**src/hdl/lr_pkg.sv**
```systemverilog
package lr_pkg;

    // coordinate storage width inside the rasterizer
    localparam int COORD_BITS = 16;

    // fixed widths of the transaction fields
    localparam int IN_BITS    = 15;
    localparam int SUM_BITS   = IN_BITS + 1;
    localparam int OUT_BITS   = 16;
    localparam int COLOR_BITS = 32;
    localparam int ERR_BITS   = 18;
    localparam int STEP_BITS  = 2;

    // widest of the coordinate forms, used for sign extension
    localparam int WIDE_BITS = (COORD_BITS > SUM_BITS) ?
        ((COORD_BITS > OUT_BITS) ? COORD_BITS : OUT_BITS) :
        ((SUM_BITS > OUT_BITS) ? SUM_BITS : OUT_BITS);

    // mode codes
    localparam logic MODE_LOAD = 1'b0;
    localparam logic MODE_STEP = 1'b1;

    typedef logic signed [IN_BITS-1:0]    t_in_coord;
    typedef logic signed [SUM_BITS-1:0]   t_sum;
    typedef logic signed [COORD_BITS-1:0] t_coord;
    typedef logic signed [OUT_BITS-1:0]   t_out_coord;
    typedef logic        [SUM_BITS-1:0]   t_delta;
    typedef logic        [ERR_BITS-1:0]   t_err;
    typedef logic signed [STEP_BITS-1:0]  t_step;
    typedef logic        [COLOR_BITS-1:0] t_color;

    // line set up by a load transaction
    typedef struct packed {
        t_coord cur_x;
        t_coord cur_y;
        t_coord end_major;
        t_delta major_delta;
        t_delta minor_delta;
        t_step  step_x;
        t_step  step_y;
        logic   x_major;
        t_color color;
    } t_line;

    // one emitted pixel
    typedef struct packed {
        logic       valid;
        t_out_coord x;
        t_out_coord y;
        t_color     color;
        logic       last;
    } t_pixel;

    // wrap an exact endpoint into coordinate storage
    function automatic t_coord coord_from_sum(input t_sum v);
        logic signed [WIDE_BITS-1:0] w;
        w = WIDE_BITS'(v);
        return t_coord'(w[COORD_BITS-1:0]);
    endfunction

    // sign extend or cut a stored coordinate to the output width
    function automatic t_out_coord coord_to_out(input t_coord v);
        logic signed [WIDE_BITS-1:0] w;
        w = WIDE_BITS'(v);
        return t_out_coord'(w[OUT_BITS-1:0]);
    endfunction

    // direction of a signed difference
    function automatic t_step sign_of(input t_sum v);
        t_step s;
        if (v == '0) begin
            s = t_step'(0);
        end else if (v[SUM_BITS-1]) begin
            s = t_step'(-1);
        end else begin
            s = t_step'(1);
        end
        return s;
    endfunction

endpackage

```
**src/hdl/lr_setup.sv**
```systemverilog
module lr_setup
    import lr_pkg::*;
(
    input  t_in_coord i_begin_x,
    input  t_in_coord i_begin_y,
    input  t_in_coord i_vec_x,
    input  t_in_coord i_vec_y,
    input  t_color    i_pen_color,
    output t_line     o_line
);

    t_sum   p0x, p0y, p1x, p1y;
    t_sum   vx, vy;
    t_sum   dir_x, dir_y;
    t_delta adx, ady;
    logic   x_major;
    logic   swap;

    // exact endpoints and absolute deltas
    always_comb begin
        p0x = SUM_BITS'(i_begin_x);
        p0y = SUM_BITS'(i_begin_y);
        vx  = SUM_BITS'(i_vec_x);
        vy  = SUM_BITS'(i_vec_y);
        p1x = p0x + vx;
        p1y = p0y + vy;
        adx = vx[SUM_BITS-1] ? t_delta'(-vx) : t_delta'(vx);
        ady = vy[SUM_BITS-1] ? t_delta'(-vy) : t_delta'(vy);
    end

    // major axis pick and endpoint swap for x-major lines
    always_comb begin
        x_major = (adx >= ady);
        swap    = x_major && ((p0x > p1x) || (p0y < p1y));
        dir_x   = swap ? -vx : vx;
        dir_y   = swap ? -vy : vy;
    end

    // line parameters handed to the stepper
    always_comb begin
        o_line.cur_x       = coord_from_sum(swap ? p1x : p0x);
        o_line.cur_y       = coord_from_sum(swap ? p1y : p0y);
        if (x_major) begin
            o_line.end_major   = coord_from_sum(swap ? p0x : p1x);
            o_line.major_delta = adx;
            o_line.minor_delta = ady;
        end else begin
            o_line.end_major   = coord_from_sum(p1y);
            o_line.major_delta = ady;
            o_line.minor_delta = adx;
        end
        o_line.step_x  = sign_of(dir_x);
        o_line.step_y  = sign_of(dir_y);
        o_line.x_major = x_major;
        o_line.color   = i_pen_color;
    end

endmodule

```
**src/hdl/lr_stepper.sv**
```systemverilog
module lr_stepper
    import lr_pkg::*;
(
    input  logic   i_clk,
    input  logic   i_rst_n,
    input  logic   i_advance,
    input  logic   i_mode,
    input  t_line  i_line,
    output t_pixel o_pixel
);

    t_coord r_cur_x, r_cur_y, r_end_major;
    t_delta r_major_delta, r_minor_delta;
    t_err   r_err;
    t_step  r_step_x, r_step_y;
    logic   r_x_major, r_busy;
    t_color r_color;

    t_coord n_cur_x, n_cur_y;
    t_err   n_err;
    logic   n_busy;

    t_err   err_sum;
    t_err   thresh;
    logic   minor_step;
    logic   last;
    logic   emit;

    // end test and error term update
    always_comb begin
        last       = ((r_x_major ? r_cur_x : r_cur_y) == r_end_major);
        err_sum    = r_err + ERR_BITS'(r_minor_delta) + t_err'(1);
        thresh     = ERR_BITS'(r_major_delta) + t_err'(1);
        minor_step = (err_sum >= thresh);
        emit       = i_advance && (i_mode == MODE_STEP) && r_busy;
    end

    // next position after this pixel
    always_comb begin
        n_cur_x = r_cur_x;
        n_cur_y = r_cur_y;
        n_err   = r_err;
        n_busy  = r_busy;
        if (last) begin
            n_busy = 1'b0;
        end else begin
            n_err = minor_step ? (err_sum - thresh) : err_sum;
            if (r_x_major) begin
                n_cur_x = r_cur_x + COORD_BITS'(r_step_x);
                if (minor_step) begin
                    n_cur_y = r_cur_y + COORD_BITS'(r_step_y);
                end
            end else begin
                n_cur_y = r_cur_y + COORD_BITS'(r_step_y);
                if (minor_step) begin
                    n_cur_x = r_cur_x + COORD_BITS'(r_step_x);
                end
            end
        end
    end

    // line state: load replaces, step advances
    always_ff @(posedge i_clk) begin
        if (!i_rst_n) begin
            r_cur_x       <= '0;
            r_cur_y       <= '0;
            r_end_major   <= '0;
            r_major_delta <= '0;
            r_minor_delta <= '0;
            r_err         <= '0;
            r_step_x      <= '0;
            r_step_y      <= '0;
            r_x_major     <= 1'b0;
            r_busy        <= 1'b0;
            r_color       <= '0;
        end else if (i_advance && (i_mode == MODE_LOAD)) begin
            r_cur_x       <= i_line.cur_x;
            r_cur_y       <= i_line.cur_y;
            r_end_major   <= i_line.end_major;
            r_major_delta <= i_line.major_delta;
            r_minor_delta <= i_line.minor_delta;
            r_err         <= '0;
            r_step_x      <= i_line.step_x;
            r_step_y      <= i_line.step_y;
            r_x_major     <= i_line.x_major;
            r_busy        <= 1'b1;
            r_color       <= i_line.color;
        end else if (emit) begin
            r_cur_x <= n_cur_x;
            r_cur_y <= n_cur_y;
            r_err   <= n_err;
            r_busy  <= n_busy;
        end
    end

    // pixel for the output register
    always_comb begin
        o_pixel.valid = emit;
        o_pixel.x     = coord_to_out(r_cur_x);
        o_pixel.y     = coord_to_out(r_cur_y);
        o_pixel.color = r_color;
        o_pixel.last  = last;
    end

endmodule

```
**src/hdl/line_rasterizer_top.sv**
```systemverilog
// line rasterizer: one pixel per step transaction while a line is active
// path: an accepted transaction is held in the input register, and its pixel
// is registered in the output register and shown on the outputs from there
// throughput: one transaction per cycle while the output is not stalled
// reset: synchronous active low, clears the line state so the block is idle
module line_rasterizer_top
    import lr_pkg::*;
(
    input  logic       i_clk,
    input  logic       i_rst_n,
    input  logic       i_in_valid,
    output logic       o_in_stall,
    input  logic       i_mode,
    input  t_in_coord  i_begin_x,
    input  t_in_coord  i_begin_y,
    input  t_in_coord  i_vec_x,
    input  t_in_coord  i_vec_y,
    input  t_color     i_pen_color,
    output logic       o_out_valid,
    input  logic       i_out_stall,
    output t_out_coord o_pixel_x,
    output t_out_coord o_pixel_y,
    output t_color     o_pixel_color,
    output logic       o_last
);

    logic      r_in_valid;
    logic      r_mode;
    t_in_coord r_begin_x, r_begin_y, r_vec_x, r_vec_y;
    t_color    r_pen_color;

    logic      r_out_valid;
    t_pixel    r_pixel;

    logic      out_free;
    logic      advance;
    t_line     line;
    t_pixel    pixel;

    // handshake between the two register stages
    always_comb begin
        out_free   = !r_out_valid || !i_out_stall;
        advance    = r_in_valid && out_free;
        o_in_stall = r_in_valid && !out_free;
    end

    // input register
    always_ff @(posedge i_clk) begin
        if (!i_rst_n) begin
            r_in_valid <= 1'b0;
        end else if (!o_in_stall) begin
            r_in_valid <= i_in_valid;
        end
    end

    always_ff @(posedge i_clk) begin
        if (!o_in_stall && i_in_valid) begin
            r_mode      <= i_mode;
            r_begin_x   <= i_begin_x;
            r_begin_y   <= i_begin_y;
            r_vec_x     <= i_vec_x;
            r_vec_y     <= i_vec_y;
            r_pen_color <= i_pen_color;
        end
    end

    lr_setup u_setup (
        .i_begin_x   (r_begin_x),
        .i_begin_y   (r_begin_y),
        .i_vec_x     (r_vec_x),
        .i_vec_y     (r_vec_y),
        .i_pen_color (r_pen_color),
        .o_line      (line)
    );

    lr_stepper u_stepper (
        .i_clk     (i_clk),
        .i_rst_n   (i_rst_n),
        .i_advance (advance),
        .i_mode    (r_mode),
        .i_line    (line),
        .o_pixel   (pixel)
    );

    // output register
    always_ff @(posedge i_clk) begin
        if (!i_rst_n) begin
            r_out_valid <= 1'b0;
        end else if (out_free) begin
            r_out_valid <= pixel.valid;
        end
    end

    always_ff @(posedge i_clk) begin
        if (out_free && pixel.valid) begin
            r_pixel <= pixel;
        end
    end

    assign o_out_valid   = r_out_valid;
    assign o_pixel_x     = r_pixel.x;
    assign o_pixel_y     = r_pixel.y;
    assign o_pixel_color = r_pixel.color;
    assign o_last        = r_pixel.last;

endmodule
```
**config.mk**
```make
export PLATFORM = sky130hd
export DESIGN_NAME = line_rasterizer_top
export DESIGN_NICKNAME = d
export VERILOG_FILES = /design/src/hdl/lr_pkg.sv /design/src/hdl/lr_setup.sv /design/src/hdl/lr_stepper.sv /design/src/hdl/line_rasterizer_top.sv
export SDC_FILE = /design/constraint.sdc
export NUM_CORES = 1
export LEC_CHECK = 0
export ABC_AREA = 1
export BUFFER_PORTS_ARGS = -buffer_cell sky130_fd_sc_hd__buf_2
export CAP_MARGIN = 10
export CORE_UTILIZATION = 52
export DETAILED_ROUTE_END_ITERATION = 16
export PLACE_DENSITY = 0.71
export SETUP_SLACK_MARGIN = 0.02
export SLEW_MARGIN = 20
export SYNTH_ARGS = -nofsm -noshare
export SYNTH_HDL_FRONTEND = slang
export SYNTH_SLANG_ARGS = --single-unit
```
**constraint.sdc**
```tcl
create_clock -name i_clk -period 4.1 [get_ports i_clk]
set_input_delay 0.82 -clock i_clk [delete_from_list [all_inputs] [get_ports i_clk]]
set_output_delay 0.82 -clock i_clk [all_outputs]
set_load 0.02 [all_outputs]
```
Word-level counts from Yosys, hierarchy flattened --
Cells that the tools add are included.
Cells by class: reductions and logical operators 24, muxes and demuxes 27, equality and inequality tests 3, add/subtract/negate cells 10, bitwise operators 3, magnitude comparators 4
Operators by type and width (count):
- 2-to-1 mux 16 bit | 18
- 2-to-1 mux 48 bit | 1
- adder 15 x 15 -> 16 bit | 2
- adder 16 x 2 -> 16 bit | 2
- logical NOT 16 bit | 2
- negation 15 -> 16 bit | 2
- adder 18 x 1 -> 18 bit, second input constant | 1
- adder 18 x 16 -> 18 bit | 1
- >= comparator 18 bit | 1
- 2-to-1 mux 18 bit | 1
- subtractor 18 bit | 1
- adder 16 x 1 -> 17 bit, second input constant | 1
- == test 16 bit | 1
- >= comparator 16 bit | 1
- > comparator 15 x 16 -> 1 bit | 1
- less-than comparator 15 x 16 -> 1 bit | 1
- logical AND 1 bit | 8
- 2-to-1 mux 2 bit | 4
- AND reduction 3 bit | 2
- logical NOT 1 bit | 4
- AND reduction 2 bit | 2
- nonzero test 2 bit | 2
- 2-to-1 mux 1 bit | 3
- inequality test 3 bit, second input constant | 1
- 5 further kinds | 8
Word-level totals: input bits 97, logic and storage cells 94, output and inout bits 67, register bits after elaboration 296

Depth between registers and ports, before layout --
word-level depth 8, depth in mapped cells 28, mapped depth without buffers 27

Modules after synthesis --
Synthesis repeated with hierarchy kept, for this count alone.
Unflattened totals: cell total of the unflattened synthesis 2527, area, all modules 19384.8 um^2
Modules (own cells, without submodules):
- lr_stepper | area an instance 9520.4 um^2, seq. area each 2722.6 um^2, cells each 1468, times used 1
- lr_setup | area an instance 5014.8 um^2, seq. area each 0.0 um^2, cells each 885, times used 1
- line_rasterizer_top | area an instance 4849.7 um^2, seq. area each 4784.6 um^2, cells each 174, times used 1

Least setup slack after synthesis --
OpenSTA, ideal clock, no wires.
path kind register -> register, from register r_vec_y[0], to register u_stepper.r_cur_y[4], setup slack 0.573 ns, arrival 3.415 ns, buffers on the path 1, data required time 3.989 ns, clock period less this slack 3.527 ns, setup time 0.111 ns, cell stages (with the launch flop) 26, path through edfxtp_1 ha_1 fa_1 nand3_1 nand2_1 a21boi_0 nand3b_1 nand3_1 nand2_1 inv_1 ha_1 nand2_1 inv_1 o21ai_0 nand2_1 nor2_1 nand2_1 nand2_1 nand2_1 nand2_1 clkbuf_1 nand3_1 nand3_1 nand2_1 nor2_1 nor2_1
Between the ends: cells in the longest elaborated chain, start to end 6, elaborated cells on any way between the ends 9, those cells by class add/sub: 2; order compare: 2; mux: 3; reduce/logical: 2
Ends and longest elaborated chain:
- start, declared | RTL line line_rasterizer_top.sv:29 | t_in_coord r_begin_x, r_begin_y, r_vec_x, r_vec_y;
- start signal, assigned | RTL line line_rasterizer_top.sv:62 | r_vec_y <= i_vec_y;
- negation 15 -> 16 bit or adder 15 x 15 -> 16 bit (tied branches) | RTL line lr_setup.sv:28, lr_setup.sv:26
- 2-to-1 mux 16 bit or less-than comparator 15 x 16 -> 1 bit (tied branches) | RTL line lr_setup.sv:28, lr_setup.sv:34
- >= comparator 16 bit or logical OR 1 bit (tied branches) | RTL line lr_setup.sv:33, lr_setup.sv:34
- logical AND 1 bit | RTL line lr_setup.sv:34 | swap = x_major && ((p0x > p1x) || (p0y < p1y));
- 2-to-1 mux 16 bit * | RTL line lr_setup.sv:42 | o_line.cur_y = coord_from_sum(swap ? p1y : p0y);
- 2-to-1 mux 16 bit * | RTL line lr_stepper.sv:76 | end else if (i_advance && (i_mode == MODE_LOAD)) begin
- end signal, assigned | RTL line lr_stepper.sv:78 | r_cur_y <= i_line.cur_y;
- end signal, assigned | RTL line lr_stepper.sv:90 | r_cur_y <= n_cur_y;
- end, declared | RTL line lr_stepper.sv:12 | t_coord r_cur_x, r_cur_y, r_end_major;
Every way passes the cells marked *; elsewhere a longest branch is shown, timed or not. A chain may end at the register's enable or synchronous reset.

Worst setup path in the final report --
from register u_stepper.r_err[2], to register u_stepper.r_err[13]
Between the ends: cells in the longest elaborated chain, start to end 4, elaborated cells on any way between the ends 5, those cells by class add/sub: 3; order compare: 1; mux: 1
Ends and longest elaborated chain:
- start, declared | RTL line lr_stepper.sv:14 | t_err r_err;
- start signal, assigned | RTL line lr_stepper.sv:91 | r_err <= n_err;
- adder 18 x 16 -> 18 bit * | RTL line lr_stepper.sv:32 | err_sum = r_err + ERR_BITS'(r_minor_delta) + t_err'(1);
- adder 18 x 1 -> 18 bit * | RTL line lr_stepper.sv:32
- subtractor 18 bit or >= comparator 18 bit (tied branches) | RTL line lr_stepper.sv:47, lr_stepper.sv:34
- 2-to-1 mux 18 bit * | RTL line lr_stepper.sv:47 | n_err = minor_step ? (err_sum - thresh) : err_sum;
Marks and branches as above.

==> out/metrics.csv <==
metric;value;unit
status;complete, no violations;
fmax;258;MHz
seq_power_share;0.371;
clock_skew;0.0266;ns
ir_drop;0.000375;V
gp_congestion;0.980;
crit_arrival;4.33;ns
worstHoldPathCells;1;
gr-total-overflow;0;
hold_class;in -> reg;
seq_area_frac_synth;0.403;
tritoncts.num_buffers;31;
yosysTopAreaCellShare;0.255;
critical_path_buf_inv_count;2;
cpMostUsedCell;nand2_1;
viasPerCell;5.55;
max_stage_delay;0.39;ns
synthFlopType;edfxtp_1;
total_power;9.41;mW
grt_max_degree;66;
clk_path_buf_depth;3;
vias;17000;
die_height;191;µm
fillers;3159;
port_buffers;163;
yosysUniqueCellTypes;50;
htree_levels;1;
fin_ws;0.226;ns
p_int;6.07;mW
cts_hold_buf;0;
dp_hpwl;42000;µm
r2r_cells;22;
drc;0;
r2r_setup_slack;0.23;ns
critPathMaxFanout;11;
r2r_start;u_stepper.r_err[2]$_SDFFE_PP0P_;
crit_start;u_stepper.r_err[2]$_SDFFE_PP0P_;
path_depth;22;
power.switching;3.34;mW
setup_violations;0;
insertion_delay;0.60;ns
period_share;0.945;
yosys.area.top_type;edfxtp_1;
worstPathCellList;ha_1 -> nand2_1 -> nand2_1 -> a31oi_2 -> o21ai_2 -> nand3_1 -> nand2_1 -> or2_2 -> nand2_1 -> inv_1 -> ha_2 -> nand2_2 -> nor2_2 -> nand4_1 -> o21a_1 -> nand2_1 -> nand2_1 -> nand3_2 -> buf_4 -> nand3b_1 -> nand3_1 -> a21oi_1;
placed_cell_area;20200;µm²
powerDensity;436;nW/µm²
critPathRequiredTime;4.56;ns
wl_per_cell;18.0;µm
area_growth;15.9;%
dr.pass1.iters;6;
final_util;0.619;
drt-total-wl;54900;µm
p_sw_frac;0.355;
synthCells;2367;
maxSlewViolCount;0;
synth.most_common_cell;nand2_1;
antenna_cells;0;
hold_violations;0;
critPathKind;reg -> reg;
maxSlewHeadroom;0.396;
antenna_found_initial;0;
synth.net_count;2618;
drt_iter0_drc;1322;
final_cell_area;21600;µm²
rows;68;
setup.worst_path.start_class;flop;
layout-drive-gt1-share;0.147;
cts_tree;done;
pre_cts_ws;0.0347;ns
cts_root_buffer;clkbuf_16;
path_clk_slew;0.07;ns
ys_seq_elements;296;
p_leak;10.3;nW
crit_end;u_stepper.r_err[13]$_SDFFE_PP0P_;
netlist_top_cells_area;edfxtp_1 25%, dfxtp_1 15%, nand2_1 12%, ha_1 9.9%, inv_1 5.3%;
io_pins;164;
yosysWarningCount;0;
start_util;0.534;
worst_slew_pin_slew;0.904;ns
worstReg2RegEnd;u_stepper.r_err[13]$_SDFFE_PP0P_;
clock-sinks;296;
combinationalPowerShare;0.319;
dieWidth;191;µm
core;34900;µm²
cap_violations;0;
grt_first_pass_wirelength;85000;µm
grt_pass1_vias;16100;
async_reset_ff_frac;0;
grtUsageTotal;0.297;
clockPowerShare;0.311;
final.min_clock_period;3.87;ns
die-area;36600;µm²
avgSynthCellArea;7.87;µm²
crit_path_end_kind;flop;
ant_nets;0;
synth-edff-count;158;
synth_common_cells;583 x nand2_1, 262 x inv_1, 199 x nor2_1;
syn_area;18600;µm²
cp_top_family;simple AND/OR/NAND/NOR gates;
finalNetCount;2824;
cp_slowest_cell;ha_2;
==> cells in the final DEF (no fill, tap or decap), drive strengths merged, types with 5 or more instances in the layout <==
cell and instances:
a21boi 5, clkinv 13, o21ai 165, nand3b 14, clkbuf 36, dfxtp 138, nor2 203, xor2 61
ha 148, a32o 13, o22ai 8, nor3 17, o211ai 14, a21oi 167, or2 15, a22o 33
a21o 17, nor4 5, nand2 592, o21a 5, buf 238, nand3 168, o31ai 7, xnor2 30
fa 6, edfxtp 158, nand4 21, inv 280
==> metal layers <==
| layer | up-vias | share of wire | track usage |
|---|---|---|---|
| met5 | - | 0 | 0 |
| met4 | 0 | 0.031 | 0.0928 |
| met3 | 102 | 0.065 | 0.0419 |
| met2 | 622 | 0.45 | 0.487 |
| met1 | 7847 | 0.45 | 0.404 |
| li1 | 8385 | - | - |
==> worst min-delay path by stage <==
stage                                       startpoint                     endpoint
floorplan            u_stepper.r_color[0]$_SDFFE_PN0P_   o_pixel_color[0]$_DFFE_PP_
global placement    u_stepper.r_color[24]$_SDFFE_PN0P_  o_pixel_color[24]$_DFFE_PP_
detailed placement  u_stepper.r_color[14]$_SDFFE_PN0P_  o_pixel_color[14]$_DFFE_PP_
CTS                                       i_begin_y[9]       r_begin_y[9]$_DFFE_PP_
global route                              i_begin_y[9]       r_begin_y[9]$_DFFE_PP_
finish                                   i_begin_y[10]      r_begin_y[10]$_DFFE_PP_
==> sequential cells by signal (all words and copies together) (netlist names), 16 cells and up <==
name                     cells
o_pixel_y                   16
u_stepper.r_end_major       16
u_stepper.r_major_delta     16
o_pixel_x                   16
u_stepper.r_cur_y           16
u_stepper.r_err             18
u_stepper.r_color           32
u_stepper.r_cur_x           16
o_pixel_color               32
r_pen_color                 32
u_stepper.r_minor_delta     16
==> power by group through the flow <==
stage                     clock network (mW)  registers, mW  logic (mW)
final                                   2.92           3.49        3.00
after global routing                    3.08           3.50        3.33
after CTS                               2.97           3.48        2.85
after detailed placement                   0           3.55        2.83
after global placement                     0           3.54        2.78
after floorplan                            0           3.47        2.03
==> kinds of logic (layout without fill, tap and decap cells) <==
family,after synthesis,after routing,share of synthesized area
compound gates,445,445,0.139
buf+inv,345,574,0.0752
flops,296,296,0.403
fa+ha+maj,154,154,0.106
simple gates,1036,1038,0.234
xor+xnor,91,91,0.0428
==> per-stage QoR <==
step                      hold slack (ns)  TNS, ns  instances
final                               0.385        0       3053
after CTS                           0.369        0       3039
after detailed placement            0.417        0       2981
after global placement              0.416        0       2981
after floorplan                     0.409        0       2367
after global routing                0.370   -0.104       3053
==> layout make-up <==
cell class | count | area [µm²] | share of cell area
timing repair buffer | 238 | 1470 | 0.0681
tap | 455 | 569 | 0.0264
clock inverter | 22 | 228 | 0.0105
inverter | 278 | 1050 | 0.0486
multi-input combinational | 1728 | 9940 | 0.460
clock buffer | 36 | 835 | 0.0386
sequential | 296 | 7510 | 0.348
==> timing repair <==
action,CTS,global route
buffers inserted,0,11
endpoints found under the setup margin,1,95
gates cloned,0,3
pin swaps,0,9
gates resized for setup,1,54
(Power assumes the default switching activity.)
